===== src/rtl/core/ssts_pkg.sv =====
// ----------------------------------------------------------------------------
// ssts_pkg
// Shared types, constants and helpers for the seven-segment time serializer.
// ----------------------------------------------------------------------------
`default_nettype none

package ssts_pkg;

   localparam int DIGIT_COUNT = 4;
   localparam int QUEUE_DEPTH = 2;
   localparam int QUEUE_PTR_W = $clog2(QUEUE_DEPTH);
   localparam int QUEUE_CNT_W = $clog2(QUEUE_DEPTH + 1);

   localparam logic [1:0] OP_TICK   = 2'd0;
   localparam logic [1:0] OP_TIME   = 2'd1;
   localparam logic [1:0] OP_BRIGHT = 2'd2;

   localparam logic [7:0] CMD_DATA_AUTO    = 8'h40;
   localparam logic [7:0] CMD_ADDR_FIRST   = 8'hC0;
   localparam logic [7:0] CMD_DISPLAY_CTRL = 8'h88;
   localparam logic [7:0] BRIGHT_MASK      = 8'h07;
   localparam logic [7:0] COLON_BIT        = 8'h80;
   localparam logic [7:0] LSB_MASK         = 8'h01;
   localparam logic [6:0] MAX_TWO_DIGIT    = 7'd99;

   typedef enum logic [1:0] {
      KIND_TICK   = 2'd0,
      KIND_TIME   = 2'd1,
      KIND_BRIGHT = 2'd2
   } item_kind_type;

   typedef enum logic [4:0] {
      PH_IDLE         = 5'd0,
      PH_START_CLK_HI = 5'd1,
      PH_START_DAT_HI = 5'd2,
      PH_START_DAT_LO = 5'd3,
      PH_START_CLK_LO = 5'd4,
      PH_BIT_CLK_LO   = 5'd5,
      PH_BIT_DAT      = 5'd6,
      PH_BIT_CLK_HI   = 5'd7,
      PH_ACK_CLK_LO   = 5'd8,
      PH_ACK_RELEASE  = 5'd9,
      PH_ACK_CLK_HI   = 5'd10,
      PH_ACK_CLK_LO2  = 5'd11,
      PH_ACK_DRIVE    = 5'd12,
      PH_STOP_CLK_LO  = 5'd13,
      PH_STOP_DAT_LO  = 5'd14,
      PH_STOP_CLK_HI  = 5'd15,
      PH_STOP_DAT_HI  = 5'd16
   } phase_type;

   typedef struct packed {
      logic [1:0] opcode;
      logic [6:0] minutes;
      logic [6:0] seconds;
      logic       colon;
   } req_payload_type;

   typedef struct packed {
      logic clk_line;
      logic data_line;
      logic data_drive;
      logic busy_res;
      logic accepted;
   } rsp_payload_type;

   typedef struct packed {
      item_kind_type                kind;
      logic [DIGIT_COUNT-1:0][7:0]  seg;
   } queue_item_type;

   // Queue status seen by the front and back halves
   typedef struct packed {
      logic full;
      logic empty;
   } queue_status_type;

   function automatic logic [7:0] seg_code(input logic [3:0] digit);
      logic [7:0] code;
      case (digit)
         4'd0:    code = 8'h3F;
         4'd1:    code = 8'h06;
         4'd2:    code = 8'h5B;
         4'd3:    code = 8'h4F;
         4'd4:    code = 8'h66;
         4'd5:    code = 8'h6D;
         4'd6:    code = 8'h7D;
         4'd7:    code = 8'h07;
         4'd8:    code = 8'h7F;
         4'd9:    code = 8'h6F;
         default: code = 8'h00;
      endcase
      return code;
   endfunction

endpackage

`default_nettype wire


===== src/rtl/core/seven_segment_time_serializer_top.sv =====
// ----------------------------------------------------------------------------
// seven_segment_time_serializer_top
// A request's response is registered when its queue item is popped.
// Throughput: one item per cycle when rsp_ready allows; single-step sequencer.
// A two-entry queue decouples request intake from the sequencer.
// Reset (synchronous): idle, pins clock high / data high / driven, brightness 3.
// ----------------------------------------------------------------------------
`default_nettype none

module seven_segment_time_serializer_top (
   input  wire                       clock,
   input  wire                       reset,
   input  wire                       req_valid,
   output logic                      req_ready,
   input  ssts_pkg::req_payload_type req_data,
   output logic                      rsp_valid,
   input  wire                       rsp_ready,
   output ssts_pkg::rsp_payload_type rsp_data,
   input  wire                       csr_valid,
   output logic                      csr_ready,
   input  wire  [2:0]                csr_data
);

   ssts_pkg::queue_status_type q_status;
   ssts_pkg::queue_item_type   push_item;
   ssts_pkg::queue_item_type   pop_item;
   logic                       q_push;
   logic                       q_pop;

   assign csr_ready = 1'b1;

   ssts_front u_front (
      .req_valid (req_valid),
      .req_ready (req_ready),
      .req_data  (req_data),
      .q_status  (q_status),
      .q_push    (q_push),
      .q_item    (push_item)
   );

   ssts_queue u_queue (
      .clock     (clock),
      .reset     (reset),
      .push      (q_push),
      .push_item (push_item),
      .pop       (q_pop),
      .pop_item  (pop_item),
      .status    (q_status)
   );

   ssts_back u_back (
      .clock     (clock),
      .reset     (reset),
      .csr_we    (csr_valid & csr_ready),
      .csr_wdata (csr_data),
      .q_status  (q_status),
      .q_item    (pop_item),
      .q_pop     (q_pop),
      .rsp_valid (rsp_valid),
      .rsp_ready (rsp_ready),
      .rsp_data  (rsp_data)
   );

endmodule

`default_nettype wire


===== src/rtl/core/ssts_front.sv =====
// ----------------------------------------------------------------------------
// ssts_front
// Accepts requests, classifies them and precomputes digit segment codes.
// ----------------------------------------------------------------------------
`default_nettype none

module ssts_front (
   input  wire                        req_valid,
   output logic                       req_ready,
   input  ssts_pkg::req_payload_type  req_data,
   input  ssts_pkg::queue_status_type q_status,
   output logic                       q_push,
   output ssts_pkg::queue_item_type   q_item
);

   // Tens digit of a value up to 99: reciprocal multiply, exact for any 7-bit input
   function automatic logic [3:0] div10(input logic [6:0] v);
      logic [14:0] prod;
      prod = 15'(v) * 15'd205;
      return prod[14:11];
   endfunction

   function automatic logic [3:0] mod10(input logic [6:0] v, input logic [3:0] q);
      logic [6:0] r;
      r = v - 7'(q) * 7'd10;
      return r[3:0];
   endfunction

   logic [6:0] min_sat;
   logic [6:0] sec_sat;
   logic [3:0] min_tens;
   logic [3:0] sec_tens;
   logic [7:0] codes [4];

   assign req_ready = ~q_status.full;
   assign q_push    = req_valid & req_ready;

   always_comb begin
      min_sat  = (req_data.minutes > ssts_pkg::MAX_TWO_DIGIT) ?
                 ssts_pkg::MAX_TWO_DIGIT : req_data.minutes;
      sec_sat  = (req_data.seconds > ssts_pkg::MAX_TWO_DIGIT) ?
                 ssts_pkg::MAX_TWO_DIGIT : req_data.seconds;
      min_tens = div10(min_sat);
      sec_tens = div10(sec_sat);
      codes[0] = ssts_pkg::seg_code(min_tens);
      codes[1] = ssts_pkg::seg_code(mod10(min_sat, min_tens));
      codes[2] = ssts_pkg::seg_code(sec_tens);
      codes[3] = ssts_pkg::seg_code(mod10(sec_sat, sec_tens));
      if (req_data.colon) begin
         codes[1] = codes[1] | ssts_pkg::COLON_BIT;
      end
   end

   always_comb begin
      unique case (req_data.opcode)
         ssts_pkg::OP_TIME:   q_item.kind = ssts_pkg::KIND_TIME;
         ssts_pkg::OP_BRIGHT: q_item.kind = ssts_pkg::KIND_BRIGHT;
         default:             q_item.kind = ssts_pkg::KIND_TICK;
      endcase
      for (int k = 0; k < ssts_pkg::DIGIT_COUNT; k++) begin
         // positions past the fourth are blank
         if (k < 4) begin
            q_item.seg[k] = codes[k[1:0]];
         end else begin
            q_item.seg[k] = 8'h00;
         end
      end
   end

endmodule

`default_nettype wire


===== src/rtl/core/ssts_queue.sv =====
// ----------------------------------------------------------------------------
// ssts_queue
// Short register queue between the front and back halves.
// ----------------------------------------------------------------------------
`default_nettype none

module ssts_queue (
   input  wire                        clock,
   input  wire                        reset,
   input  wire                        push,
   input  ssts_pkg::queue_item_type   push_item,
   input  wire                        pop,
   output ssts_pkg::queue_item_type   pop_item,
   output ssts_pkg::queue_status_type status
);

   ssts_pkg::queue_item_type                 entries_ff [ssts_pkg::QUEUE_DEPTH];
   logic [ssts_pkg::QUEUE_PTR_W-1:0]         wr_ptr_ff;
   logic [ssts_pkg::QUEUE_PTR_W-1:0]         wr_ptr_in;
   logic [ssts_pkg::QUEUE_PTR_W-1:0]         rd_ptr_ff;
   logic [ssts_pkg::QUEUE_PTR_W-1:0]         rd_ptr_in;
   logic [ssts_pkg::QUEUE_CNT_W-1:0]         count_ff;
   logic [ssts_pkg::QUEUE_CNT_W-1:0]         count_in;

   assign status.full  = (count_ff == ssts_pkg::QUEUE_CNT_W'(ssts_pkg::QUEUE_DEPTH));
   assign status.empty = (count_ff == '0);
   assign pop_item     = entries_ff[rd_ptr_ff];

   always_comb begin
      wr_ptr_in = push ? wr_ptr_ff + 1'b1 : wr_ptr_ff;
      rd_ptr_in = pop  ? rd_ptr_ff + 1'b1 : rd_ptr_ff;
      count_in  = count_ff;
      if (push && !pop) begin
         count_in = count_ff + 1'b1;
      end else if (pop && !push) begin
         count_in = count_ff - 1'b1;
      end
   end

   always_ff @(posedge clock) begin
      if (reset) begin
         wr_ptr_ff <= '0;
         rd_ptr_ff <= '0;
         count_ff  <= '0;
      end else begin
         wr_ptr_ff <= wr_ptr_in;
         rd_ptr_ff <= rd_ptr_in;
         count_ff  <= count_in;
      end
   end

   always_ff @(posedge clock) begin
      if (push) begin
         entries_ff[wr_ptr_ff] <= push_item;
      end
   end

endmodule

`default_nettype wire


===== src/rtl/core/ssts_back.sv =====
// ----------------------------------------------------------------------------
// ssts_back
// Link sequencer: one pin action per tick, result register toward rsp side.
// ----------------------------------------------------------------------------
`default_nettype none

module ssts_back (
   input  wire                        clock,
   input  wire                        reset,
   input  wire                        csr_we,
   input  wire  [2:0]                 csr_wdata,
   input  ssts_pkg::queue_status_type q_status,
   input  ssts_pkg::queue_item_type   q_item,
   output logic                       q_pop,
   output logic                       rsp_valid,
   input  wire                        rsp_ready,
   output ssts_pkg::rsp_payload_type  rsp_data
);

   localparam logic [3:0] BITS_PER_BYTE = 4'd8;
   localparam logic [3:0] LAST_DIGIT    = 4'(ssts_pkg::DIGIT_COUNT + 1);

   ssts_pkg::phase_type                   phase_ff, phase_in;
   logic [2:0]                            fbi_ff, fbi_in;
   logic [3:0]                            bit_ff, bit_in;
   logic [7:0]                            shift_ff, shift_in;
   logic [ssts_pkg::DIGIT_COUNT-1:0][7:0] seg_ff, seg_in;
   logic                                  kind_ff, kind_in;
   logic                                  clk_ff, clk_in;
   logic                                  dat_ff, dat_in;
   logic                                  drv_ff, drv_in;
   logic [2:0]                            bright_ff, bright_in;
   logic                                  rsp_valid_ff, rsp_valid_in;
   ssts_pkg::rsp_payload_type             rsp_data_ff, rsp_data_in;
   logic                                  taken;
   logic [3:0]                            bit_next;
   logic [2:0]                            done_idx;

   assign q_pop     = ~q_status.empty & (~rsp_valid_ff | rsp_ready);
   assign rsp_valid = rsp_valid_ff;
   assign rsp_data  = rsp_data_ff;
   assign bright_in = csr_we ? csr_wdata : bright_ff;
   assign bit_next  = bit_ff + 4'd1;
   assign done_idx  = fbi_ff - 3'd1;

   always_comb begin
      phase_in     = phase_ff;
      fbi_in       = fbi_ff;
      bit_in       = bit_ff;
      shift_in     = shift_ff;
      seg_in       = seg_ff;
      kind_in      = kind_ff;
      clk_in       = clk_ff;
      dat_in       = dat_ff;
      drv_in       = drv_ff;
      taken        = 1'b0;
      rsp_valid_in = rsp_valid_ff & ~rsp_ready;
      rsp_data_in  = rsp_data_ff;

      if (q_pop) begin
         if (q_item.kind == ssts_pkg::KIND_TIME || q_item.kind == ssts_pkg::KIND_BRIGHT) begin
            // requests while a transfer runs are dropped
            if (phase_ff == ssts_pkg::PH_IDLE) begin
               taken    = 1'b1;
               fbi_in   = 3'd0;
               bit_in   = 4'd0;
               phase_in = ssts_pkg::PH_START_CLK_HI;
               if (q_item.kind == ssts_pkg::KIND_TIME) begin
                  kind_in  = 1'b1;
                  seg_in   = q_item.seg;
                  shift_in = ssts_pkg::CMD_DATA_AUTO;
               end else begin
                  kind_in  = 1'b0;
                  shift_in = ssts_pkg::CMD_DISPLAY_CTRL |
                             ({5'd0, bright_ff} & ssts_pkg::BRIGHT_MASK);
               end
            end
         end else if (phase_ff != ssts_pkg::PH_IDLE) begin
            unique case (phase_ff)
               ssts_pkg::PH_START_CLK_HI: begin
                  clk_in   = 1'b1;
                  phase_in = ssts_pkg::PH_START_DAT_HI;
               end
               ssts_pkg::PH_START_DAT_HI: begin
                  dat_in   = 1'b1;
                  phase_in = ssts_pkg::PH_START_DAT_LO;
               end
               ssts_pkg::PH_START_DAT_LO: begin
                  dat_in   = 1'b0;
                  phase_in = ssts_pkg::PH_START_CLK_LO;
               end
               ssts_pkg::PH_START_CLK_LO: begin
                  clk_in   = 1'b0;
                  bit_in   = 4'd0;
                  phase_in = ssts_pkg::PH_BIT_CLK_LO;
               end
               ssts_pkg::PH_BIT_CLK_LO: begin
                  clk_in   = 1'b0;
                  phase_in = ssts_pkg::PH_BIT_DAT;
               end
               ssts_pkg::PH_BIT_DAT: begin
                  dat_in   = |(shift_ff & ssts_pkg::LSB_MASK);
                  phase_in = ssts_pkg::PH_BIT_CLK_HI;
               end
               ssts_pkg::PH_BIT_CLK_HI: begin
                  clk_in   = 1'b1;
                  shift_in = shift_ff >> 1;
                  bit_in   = bit_next;
                  phase_in = (bit_next >= BITS_PER_BYTE) ? ssts_pkg::PH_ACK_CLK_LO
                                                         : ssts_pkg::PH_BIT_CLK_LO;
               end
               ssts_pkg::PH_ACK_CLK_LO: begin
                  clk_in   = 1'b0;
                  phase_in = ssts_pkg::PH_ACK_RELEASE;
               end
               ssts_pkg::PH_ACK_RELEASE: begin
                  drv_in   = 1'b0;
                  dat_in   = 1'b0;
                  phase_in = ssts_pkg::PH_ACK_CLK_HI;
               end
               ssts_pkg::PH_ACK_CLK_HI: begin
                  clk_in   = 1'b1;
                  phase_in = ssts_pkg::PH_ACK_CLK_LO2;
               end
               ssts_pkg::PH_ACK_CLK_LO2: begin
                  clk_in   = 1'b0;
                  phase_in = ssts_pkg::PH_ACK_DRIVE;
               end
               ssts_pkg::PH_ACK_DRIVE: begin
                  drv_in = 1'b1;
                  fbi_in = fbi_ff + 3'd1;
                  // after the address byte, stream the digit codes in order
                  if (kind_ff && fbi_ff >= 3'd1 && {1'b0, fbi_ff} < LAST_DIGIT) begin
                     shift_in = 8'h00;
                     for (int j = 0; j < ssts_pkg::DIGIT_COUNT; j++) begin
                        if (done_idx == 3'(j)) begin
                           shift_in = seg_ff[j];
                        end
                     end
                     bit_in   = 4'd0;
                     phase_in = ssts_pkg::PH_BIT_CLK_LO;
                  end else begin
                     phase_in = ssts_pkg::PH_STOP_CLK_LO;
                  end
               end
               ssts_pkg::PH_STOP_CLK_LO: begin
                  clk_in   = 1'b0;
                  phase_in = ssts_pkg::PH_STOP_DAT_LO;
               end
               ssts_pkg::PH_STOP_DAT_LO: begin
                  dat_in   = 1'b0;
                  phase_in = ssts_pkg::PH_STOP_CLK_HI;
               end
               ssts_pkg::PH_STOP_CLK_HI: begin
                  clk_in   = 1'b1;
                  phase_in = ssts_pkg::PH_STOP_DAT_HI;
               end
               ssts_pkg::PH_STOP_DAT_HI: begin
                  dat_in = 1'b1;
                  // time display: command frame done, go on to the address frame
                  if (kind_ff && fbi_ff == 3'd1) begin
                     shift_in = ssts_pkg::CMD_ADDR_FIRST;
                     phase_in = ssts_pkg::PH_START_CLK_HI;
                  end else begin
                     phase_in = ssts_pkg::PH_IDLE;
                  end
               end
               default: begin
                  phase_in = ssts_pkg::PH_IDLE;
               end
            endcase
         end

         rsp_valid_in           = 1'b1;
         rsp_data_in.clk_line   = clk_in;
         rsp_data_in.data_line  = dat_in;
         rsp_data_in.data_drive = drv_in;
         rsp_data_in.busy_res   = (phase_in != ssts_pkg::PH_IDLE);
         rsp_data_in.accepted   = taken;
      end
   end

   always_ff @(posedge clock) begin
      if (reset) begin
         phase_ff     <= ssts_pkg::PH_IDLE;
         fbi_ff       <= 3'd0;
         bit_ff       <= 4'd0;
         shift_ff     <= 8'h00;
         seg_ff       <= '0;
         kind_ff      <= 1'b0;
         clk_ff       <= 1'b1;
         dat_ff       <= 1'b1;
         drv_ff       <= 1'b1;
         bright_ff    <= 3'd3;
         rsp_valid_ff <= 1'b0;
      end else begin
         phase_ff     <= phase_in;
         fbi_ff       <= fbi_in;
         bit_ff       <= bit_in;
         shift_ff     <= shift_in;
         seg_ff       <= seg_in;
         kind_ff      <= kind_in;
         clk_ff       <= clk_in;
         dat_ff       <= dat_in;
         drv_ff       <= drv_in;
         bright_ff    <= bright_in;
         rsp_valid_ff <= rsp_valid_in;
      end
   end

   always_ff @(posedge clock) begin
      rsp_data_ff <= rsp_data_in;
   end

endmodule

`default_nettype wire

===== config.mk =====
export PLATFORM = sky130hd
export DESIGN_NAME = seven_segment_time_serializer_top
export DESIGN_NICKNAME = d
export VERILOG_FILES = /design/src/rtl/core/ssts_pkg.sv /design/src/rtl/core/seven_segment_time_serializer_top.sv /design/src/rtl/core/ssts_front.sv /design/src/rtl/core/ssts_queue.sv /design/src/rtl/core/ssts_back.sv
export SDC_FILE = /design/constraint.sdc
export NUM_CORES = 1
export LEC_CHECK = 0
export BUFFER_PORTS_ARGS = -buffer_cell sky130_fd_sc_hd__buf_4
export CAP_MARGIN = 10
export CORE_ASPECT_RATIO = 0.7
export CORE_MARGIN = 10
export CORE_UTILIZATION = 45
export CTS_CLUSTER_DIAMETER = 120
export CTS_CLUSTER_SIZE = 40
export DETAILED_ROUTE_END_ITERATION = 12
export GPL_ROUTABILITY_DRIVEN = 0
export GPL_TIMING_DRIVEN = 0
export PLACE_DENSITY_LB_ADDON = 0.15
export SLEW_MARGIN = 40
export SYNTH_ARGS = -nofsm -noshare
export SYNTH_HDL_FRONTEND = slang
export SYNTH_SLANG_ARGS = --single-unit

===== constraint.sdc =====
create_clock -name clock -period 5.43 [get_ports clock]
set_input_delay 0.543 -clock clock [delete_from_list [all_inputs] [get_ports clock]]
set_output_delay 0.543 -clock clock [all_outputs]
set_load 0.02 [all_outputs]

==> summary.txt, run 1 <==
Timing
  • Part of the cycle the worst path needs: 96.09%
  • Clk_skew: 0.009127 ns
  • Final setup vio count: 0
  • Max-slew violations: 0
  • Final Hold Viols: 0
  • Max_slew headroom: 46.91%
  • Fmax: 0.1917 GHz
  • Period minus WS final: 5.218 ns
  • Worst slew pin tran: 0.7964 ns
  • Post-Route Setup TNS: 0 ns
  • PnR worst setup slack: 0.2122 ns

Worst setup path
  • Worst R2R Setup Slack: 1.03 ns
  • Crit path kind: primary input to flop
  • Req. time, crit path: 5.58 ns
  • Worst EP arrival: 5.37 ns
  • Critical path launch point type: primary input
  • Worst R2R Path Depth: 13
  • CP endpoint kind: flop
  • Crit-path max FO: 5
  • FF-to-FF End: u_back.seg_ff[29]$_SDFFE_PP0P_

CTS
  • Clock transition at path regs: 0.05 ns
  • Max clock buf depth: 2
  • Clock Latency Late Sink: 0.42 ns
  • Root buf cell: clkbuf_16
  • H-tree depth: 4
  • CTS buffer count: 17
  • CTS tree: built
  • Clk sinks: 129

Final layout
  • N_diodes: 0
  • Ratio of cells with drive above 1 in the final layout: 14.77%
  • Layout Nets: 1045
  • Area Overhead vs Synth: 17.44%
  • Finished Layout Cells: 1150
  • Final instance area: 9831 sq um
  • Fin util: 54.13%
  • Fillcell total: 1653

Place
  • DP Worst Slack: -0.7386 ns
  • Placed cell area: 8962 sq um
  • # port buffers: 30
  • Post-DP HPWL: 13.48 mm
  • Placed Cells: 1110

Yosys
  • Synth cell types: 74
  • Mapped Cells: 841
  • Top-count cell post-synth: ha_1
  • Share of synthesized registers carrying an async set or reset: 0%
  • Synth top area share: 24.04%
  • Synth Cell Area: 8371 sq um
  • Register area share after synthesis: 38.86%
  • Synth top cells by count: ha_1 (101), nor2_1 (96), edfxtp_1 (67)
  • Main area contributors after synthesis: edfxtp_1 (24%), ha_1 (15%), dfxtp_1 (15%), mux2i_1 (5.4%), fa_1 (4.3%)
  • Ys flop type: edfxtp_1
  • EDFF count, synth: 67
  • Syn Area/Cell: 9.953 sq um
  • Mapped Nets: 985
  • Total number of yosys warnings: 0
  • Cell taking the most area after synthesis: edfxtp_1
  • Synth Register Bits: 129

Drt
  • Detailed Route WL: 17.98 mm
  • DRT iter0 DRCs: 634
  • Post-DR vias/cell: 5.284
  • Wire per inst: 15.63 microns
  • DRC: 0
  • Drt first pass iters: 7
  • Remaining antenna violation count: 0
  • Vias: 6077

Die
  • # IOs: 33
  • Core Area: 18160 sq um
  • Chip Height: 134.1 microns
  • Die area: 24540 sq um
  • Initial Util: 46.09%
  • Row count: 41
  • Die width: 183.0 microns

GRT
  • Largest net degree at the start of global routing: 19
  • First-pass GRT wire length: 29.77 mm
  • Gr usage total: 14.89%
  • Initial antenna violation count: 0
  • Number of global-route vias before repair: 5799
  • GRT busiest layer: met1
  • Met2 Usage GRT: 20.54%
  • GRT overflow: 0
  • GR Util met3: 3.075%
  • GR Util met1: 22.36%

Hold path
  • Worst Hold End: u_queue.entries_ff[0][15]$_DFFE_PP_
  • Hold_sp: req_data[0]
  • Worst Hold Class: primary input to flop
  • Hold depth: 1

Power and ir drop
  • Leak: 3.960 nW
  • Pwr Density: 568.4 nW/um^2
  • Peak VDD IR: 0.0002429 V

Run
  • Max Cap Violations: 0

Outcome
  • Status: complete, no violations
[per-stage QoR]
stage	hold WS [ns]	total power, mW
floorplan	0.4344	3.560
global placement	0.4587	4.140
detailed placement	0.4622	4.173
CTS	0.3000	5.478
global route	0.3091	6.026
finish	0.3180	5.588
[layout by cell type, fill, tap and decap left out, drive strengths merged, types with 5 or more instances in the layout]
cell / count
and3: 6
o21ai: 23
nand2: 41
ha: 101
buf: 49
a21oi: 64
inv: 68
fa: 18
clkinv: 5
a31oi: 7
bufinv: 5
xnor2: 21
nand3b: 6
nand2b: 8
or3: 6
nor2: 96
nor2b: 13
and2: 10
xor2: 8
dfxtp: 62
nor3: 14
clkbuf: 54
a221oi: 6
edfxtp: 67
mux2i: 45
a211oi: 32
nand3: 8
[cells by family (layout without fill, tap and decap cells)]
kind of cell / after synthesis / in the layout / share of synthesized area [%]
simple gates: 222 / 222 / 12.45
other cells: 1 / 1 / 0.04480
fa+ha+maj: 119 / 119 / 19.40
flops: 129 / 129 / 38.86
buf+inv: 111 / 184 / 5.142
mux: 47 / 47 / 5.650
compound gates: 183 / 183 / 14.78
xor+xnor: 29 / 29 / 3.662
[worst max-delay path by stage]
| stage | start | end | slack (ns) | cells past startpoint |
|---|---|---|---|---|
| after floorplan | req_data[11] | u_queue.entries_ff[0][13]$_DFFE_PP_ | 0.005 | 24 |
| after global placement | req_data[11] | u_queue.entries_ff[1][13]$_DFFE_PP_ | -0.72 | 25 |
| after detailed placement | req_data[11] | u_queue.entries_ff[0][13]$_DFFE_PP_ | -0.74 | 25 |
| after CTS | req_data[11] | u_queue.entries_ff[1][13]$_DFFE_PP_ | 0.03 | 25 |
| after global routing | req_data[11] | u_queue.entries_ff[0][14]$_DFFE_PP_ | -0.04 | 26 |
| final | req_data[13] | u_queue.entries_ff[1][13]$_DFFE_PP_ | 0.21 | 21 |
[final cells by class]
cell class | count | area (sq um) | area share (%)
buffer | 43 | 181.4 | 1.845
clock buffer | 19 | 432.9 | 4.404
clock inverter | 13 | 209.0 | 2.125
inverter | 68 | 255.2 | 2.596
multi-input combinational | 601 | 4878 | 49.62
sequential | 129 | 3253 | 33.09
tap | 236 | 295.3 | 3.004
timing repair buffer | 41 | 325.3 | 3.309
[registers in the layout (all words and copies together), names as in the netlist, 3 cells and up, named ones only]
name                flops
u_back.fbi_ff           3
u_back.rsp_data         5
u_back.shift_ff         8
u_back.bit_ff           4
u_back.seg_ff          29
u_back.phase_ff         5
u_back.bright_ff        3
u_queue.entries_ff     62
[where the power goes]
part	total, mW	switching [mW]	internal [mW]
Combinational	2.75	1.59	1.16
Clock	1.23	0.417	0.814
Sequential	1.61	0.0917	1.52
Total	5.59	2.10	3.49
[worst max-delay path, stage by stage]
cell,delay [ns]
buf_4,0.11
nand2_1,0.09
and2_4,0.20
ha_1,0.34
fa_1,0.48
ha_1,0.33
fa_1,0.46
ha_2,0.22
a311o_1,0.33
a31oi_2,0.16
o21ai_2,0.11
xnor2_2,0.20
inv_2,0.08
ha_1,0.19
fa_1,0.37
xor2_1,0.18
xnor2_1,0.26
xnor2_2,0.21
buf_6,0.17
mux2i_2,0.22
o22ai_2,0.10
[routing by layer]
metal / vias to the layer above / share of wire, % / routed length (microns)
met4: 0 / 0.70 / 125
met1: 2842 / 55 / 9872
met2: 97 / 41 / 7298
met5: - / 0 / 0
met3: 6 / 3.8 / 680
li1: 3132 / - / -
[timing repair]
item / in CTS / in global routing
gates cloned: 0 / 2
hold buffers: 0 / 0
resized for setup: 6 / 30
pin swaps: 4 / 17
setup endpoints to repair: 16 / 28
setup buffers: 2 / 4
No activity file was read; power rests on OpenSTA's default activity.
==> run 2, diff against run 1 <==
Clock period 5.43 ns to 6.5 ns, I/O delays scaled along.
==> run 2 against run 1 <==
Compared with the run above: sequential power is 16% lower; register-to-register slack improved by 0.93 ns; core utilization is 1.7 points lower; critical endpoint is now u_queue.entries_ff[0][13]$_DFFE_PP_; largest cell class unchanged.
==> summary.txt, run 2 (synthesis gave the netlist of run 1 again) <==
CTS
  • Post-CTS Hold Buffers: 0
  • Clock transition at path regs: 0.06 ns
  • Post-CTS sizing: 0
  • Clk sinks: 129
  • CTS buffer count: 17
  • CTS tree: built
  • Clock Latency Late Sink: 0.41 ns
  • H-tree depth: 4
  • Post-CTS Setup Bufs: 0
  • Max clock buf depth: 2
  • Root buf cell: clkbuf_16

Worst setup path
  • Crit-path max FO: 10
  • Worst EP arrival: 6.09 ns
  • Crit path launch: req_data[13]
  • Crit path kind: primary input to flop
  • CP endpoint kind: flop
  • Req. time, crit path: 6.64 ns
  • Critical path launch point type: primary input

Die
  • Die area: 24540 sq um
  • Initial Util: 46.09%
  • # IOs: 33
  • Core Area: 18160 sq um
  • Row count: 41
  • Die width: 183.0 microns
  • Chip Height: 134.1 microns

Timing
  • Period minus WS final: 5.945 ns
  • Final setup vio count: 0
  • Worst slew pin tran: 0.8907 ns
  • Final Hold Viols: 0
  • RSZ-0062 raised after global routing: false
  • Part of the cycle the worst path needs: 91.46%
  • Max-slew violations: 0
  • Fmax: 0.1682 GHz
  • Post-Route Setup TNS: 0 ns
  • Clk_skew: 0.009478 ns
  • Max_slew headroom: 40.62%

GRT
  • Initial antenna violation count: 0
  • Number of global-route vias before repair: 5722
  • Largest net degree at the start of global routing: 23
  • GRT overflow: 0
  • First-pass GRT wire length: 29.64 mm
  • Gr usage total: 14.87%

Final layout
  • N_diodes: 0
  • Fillcell total: 1687
  • Most flops, register: u_queue.entries_ff
  • Largest registers: u_queue.entries_ff x62, u_back.seg_ff x29, u_back.shift_ff x8
  • Multi-input gate area: 4700 sq um
  • Highest-count cells in the layout ignoring fill and taps: ha_1 (101), nor2_1 (95), edfxtp_1 (67), inv_1 (66)
  • Commonest non-fill, non-tap cell in the layout: ha_1
  • Register area: 3253 sq um
  • Layout Nets: 1037
  • Max reg flops: 62
  • Final instance area: 9522 sq um
  • Ratio of cells with drive above 1 in the final layout: 10.60%
  • Area Overhead vs Synth: 13.75%

Drt
  • Drt first pass iters: 7
  • Vias: 6184
  • Wire per inst: 15.67 microns
  • Remaining antenna violation count: 0
  • Detailed Route WL: 17.89 mm
  • DRT iter0 DRCs: 455
  • Post-DR vias/cell: 5.415
  • DRC: 0

Place
  • # port buffers: 30
  • Post-DP HPWL: 13.78 mm
  • Placed cell area: 8942 sq um

Outcome
  • Status: complete, no violations

Power and ir drop
  • Leak: 3.846 nW
  • Pwr Density: 460.5 nW/um^2
  • Peak VDD IR: 0.0002311 V

Run
  • Max Cap Violations: 0

Hold path
  • Worst Hold Class: primary input to flop
  • Hold_sp: req_data[0]
## run 2: layout make-up
type                    count  area share (%)
inverters                  68           2.681
clock buffers              18           4.612
multi-input cells         601           49.36
flip-flops and latches    129           34.17
plain buffers              43           1.840
well taps                 236           3.101
repair buffers             33           2.891
clock inverters            14           1.353
## run 2: routing by layer
metal  up-vias  global-route usage, %  wire [microns]
li1       3114                      -               -
met4         0                  3.132              85
met5         -                      0               0
met2       133                  19.64            6954
met3         9                  3.021             831
met1      2928                  23.63           10020
## run 2: worst paths after layout
check	to	slack, ns	cells past startpoint
worst min-delay path	u_queue.entries_ff[0][15]$_DFFE_PP_	0.43	1
worst max register to register	u_back.seg_ff[27]$_SDFFE_PP0P_	1.96	13
worst max-delay path	u_queue.entries_ff[0][13]$_DFFE_PP_	0.56	23
worst min register to register	u_back.bit_ff[2]$_SDFFE_PP0P_	0.48	2
## run 2: stage by stage
stage | hold WS [ns] | instances | util (%) | total power [mW] | setup WS [ns]
4_1_cts | 0.4179 | 1141 | 52.37 | 4.407 | 0.5679
3_3_place_gp | 0.4607 | 1107 | 48.96 | 3.454 | 0.1787
3_5_place_dp | 0.4662 | 1109 | 49.24 | 3.483 | 0.1414
6_report | 0.4309 | 1142 | 52.43 | 4.385 | 0.5554
2_1_floorplan | 0.4344 | 841 | - | 2.960 | 0.9292
5_1_grt | 0.4175 | 1142 | 52.43 | 4.748 | 0.2948
## run 2: power by group
group	switching, mW	leakage (nW)	internal [mW]
Sequential	0.0808	1.13	1.27
Combinational	1.27	2.46	0.861
Clock	0.364	0.264	0.540
## run 2: critical path: stages
cell and delay (ns):
buf_4 0.13, nand2_1 0.08, and2_1 0.33, ha_1 0.32
ha_1 0.29, inv_1 0.06, fa_1 0.39, inv_1 0.07
fa_1 0.41, ha_1 0.32, a311o_1 0.35, a31oi_1 0.18
o21ai_1 0.14, xnor2_2 0.33, inv_1 0.17, ha_1 0.23
fa_1 0.38, xor2_1 0.18, xnor2_1 0.16, xnor2_1 0.30
buf_2 0.28, mux2i_1 0.21, o22ai_1 0.12
==> run 3, diff against run 2 <==
Settings changed: CORE_ASPECT_RATIO 0.7 to 1.2.
==> run 3 against run 2 <==
Compared with the run above: critical endpoint unchanged; sequential power barely moved; wire length fell by 4.0%; critical path depth did not move; setup slack improved by 0.17 ns; core utilization barely moved; die area fell by 0.27%; first-iteration DRC count fell by 39%; clock skew rose by 0.0020 ns; clock-buffer cell count rose by 4; sequential share of layout area fell by 0.14 points; combinational power fell by 2%.
==> summary.txt, run 3 (synthesis gave the netlist of run 1 again) <==
CTS
  • Clk sinks: 129
  • CTS buffer count: 17
  • Clock Latency Late Sink: 0.42 ns
  • Max clock buf depth: 2
  • Post-CTS Setup Bufs: 0
  • CTS tree: built
  • Post-CTS Hold Buffers: 0
  • H-tree depth: 4
  • Post-CTS sizing: 0
  • Clock transition at path regs: 0.06 ns
  • Root buf cell: clkbuf_16

Final layout
  • Register area: 3253 sq um
  • Largest registers: u_queue.entries_ff x62, u_back.seg_ff x29, u_back.shift_ff x8
  • Area Overhead vs Synth: 14.22%
  • Ratio of cells with drive above 1 in the final layout: 10.17%
  • Highest-count cells in the layout ignoring fill and taps: ha_1 (101), nor2_1 (95), edfxtp_1 (67), inv_1 (66)
  • Fillcell total: 1715
  • Commonest non-fill, non-tap cell in the layout: ha_1
  • N_diodes: 0
  • Layout Nets: 1036
  • Multi-input gate area: 4702 sq um
  • Max reg flops: 62
  • Most flops, register: u_queue.entries_ff

Timing
  • Final Hold Viols: 0
  • Clk_skew: 0.01147 ns
  • Fin Hold WS: 0.4146 ns
  • RSZ-0062 raised after global routing: false
  • Final setup vio count: 0
  • Worst slew pin tran: 0.8363 ns
  • Fmax: 0.1733 GHz
  • Post-Route Setup TNS: 0 ns
  • Max-slew violations: 0
  • Part of the cycle the worst path needs: 88.80%
  • Period minus WS final: 5.772 ns
  • Max_slew headroom: 44.24%

Worst setup path
  • Crit path cell chain: buf_4, nand2_1, and2_1, ha_1, ha_1, inv_1, fa_1, inv_1, fa_1, ha_1, a311o_1, a31oi_1, o21ai_1, xnor2_2, inv_1, ha_1, fa_1, xor2_1, xnor2_1, xnor2_1, buf_2, mux2i_1, o22ai_1
  • Crit path kind: primary input to flop
  • CP endpoint kind: flop
  • Req. time, crit path: 6.65 ns
  • Critical path launch point type: primary input
  • CP most frequent cell: ha_1
  • Critical path's slowest cell: fa_1
  • Worst EP arrival: 5.93 ns
  • Slowest Stage Delay on Critical Path: 0.41 ns
  • Crit-path max FO: 10
  • Crit path launch: req_data[14]

Drt
  • DRC: 0
  • Post-DR vias/cell: 5.332
  • Remaining antenna violation count: 0
  • Detailed Route WL: 17.18 mm
  • Wire per inst: 15.22 microns
  • Drt first pass iters: 4
  • Vias: 6020
  • DRT iter0 DRCs: 277

Die
  • Die area: 24480 sq um
  • Chip Height: 169.4 microns
  • # IOs: 33
  • Die width: 144.5 microns
  • Row count: 54
  • Core Area: 18240 sq um
  • Initial Util: 45.88%

Power and ir drop
  • Sw Ratio: 37.11%
  • Comb pwr share: 47.0%
  • Switching pwr: 1.639 mW
  • Clock power share: 22.5%
  • Leak: 3.880 nW
  • Seq pwr share: 30.5%
  • Peak VDD IR: 0.0001815 V
  • Pwr Density: 461.8 nW/um^2
  • Pint: 2.776 mW

GRT
  • GRT overflow: 0
  • Initial antenna violation count: 0
  • Gr usage total: 14.59%
  • First-pass GRT wire length: 28.99 mm
  • Number of global-route vias before repair: 5991
  • Largest net degree at the start of global routing: 18

Run
  • Max Cap Violations: 0

Hold path
  • Worst Hold Class: primary input to flop
  • Hold_sp: req_data[0]

Outcome
  • Status: complete, no violations

Place
  • Post-DP HPWL: 13.41 mm
  • # port buffers: 30
==> run 3: cell count changes in the layout (fill, tap and decap cells not counted), sizes merged <==
cell	change
clkinv	+1
inv	-4
bufinv	+3
clkbuf	+4
clkinvlp	-4
buf	-1
==> run 3: final timing paths <==
check | to | slack, ns | cells past startpoint
worst max-delay path | u_queue.entries_ff[0][13]$_DFFE_PP_ | 0.73 | 23
worst max register to register | u_back.seg_ff[27]$_SDFFE_PP0P_ | 2.02 | 13
worst min-delay path | u_queue.entries_ff[0][15]$_DFFE_PP_ | 0.41 | 1
worst min register to register | u_back.bit_ff[2]$_SDFFE_PP0P_ | 0.48 | 2
==> run 3: routing by layer <==
layer | vias up | routed length, microns | GRT usage (%)
met2 | 93 | 9014 | 26.54
met5 | - | 0 | 0
li1 | 3106 | - | -
met4 | 0 | 484 | 6.602
met1 | 2791 | 7255 | 16.17
met3 | 30 | 424 | 2.324
==> run 3: through the flow <==
stage / setup WS (ns) / cell area [sq um] / instances / utilization (%) / total power [mW]
after floorplan: 0.9292 / 8371 / 841 / - / 2.960
after global placement: 0.2869 / 8876 / 1095 / 48.66 / 3.397
after detailed placement: 0.2535 / 8940 / 1097 / 49.01 / 3.458
after CTS: 0.6935 / 9554 / 1129 / 52.37 / 4.459
after global routing: 0.2270 / 9560 / 1129 / 52.41 / 4.768
final: 0.7281 / 9560 / 1129 / 52.41 / 4.415
==> run 3: cell type report <==
class                           instances  area share, %
Clock inverter                         10          1.675
Tap cell                              224          2.932
Buffer                                 43          1.832
Timing Repair Buffer                   32          2.932
Sequential cell                       129          34.03
Multi-Input combinational cell        601          49.18
Clock buffer                           22          4.751
Inverter                               68          2.670
==> run 3: power by group through the flow <==
stage                     clock network, mW  registers [mW]  logic [mW]
after floorplan                           0            1.36        1.60
after global placement                    0            1.36        2.04
after detailed placement                  0            1.37        2.09
after CTS                              1.01            1.35        2.10
after global routing                   1.04            1.37        2.35
final                                 0.991            1.35        2.08
==> run 3: critical path, delay by kind of cell <==
kind	cells	cell delay, ns
fa+ha+maj	7	2.31
xor+xnor	4	0.92
simple gates	2	0.39
mux	1	0.21
buf+inv	5	0.68
compound gates	4	0.77
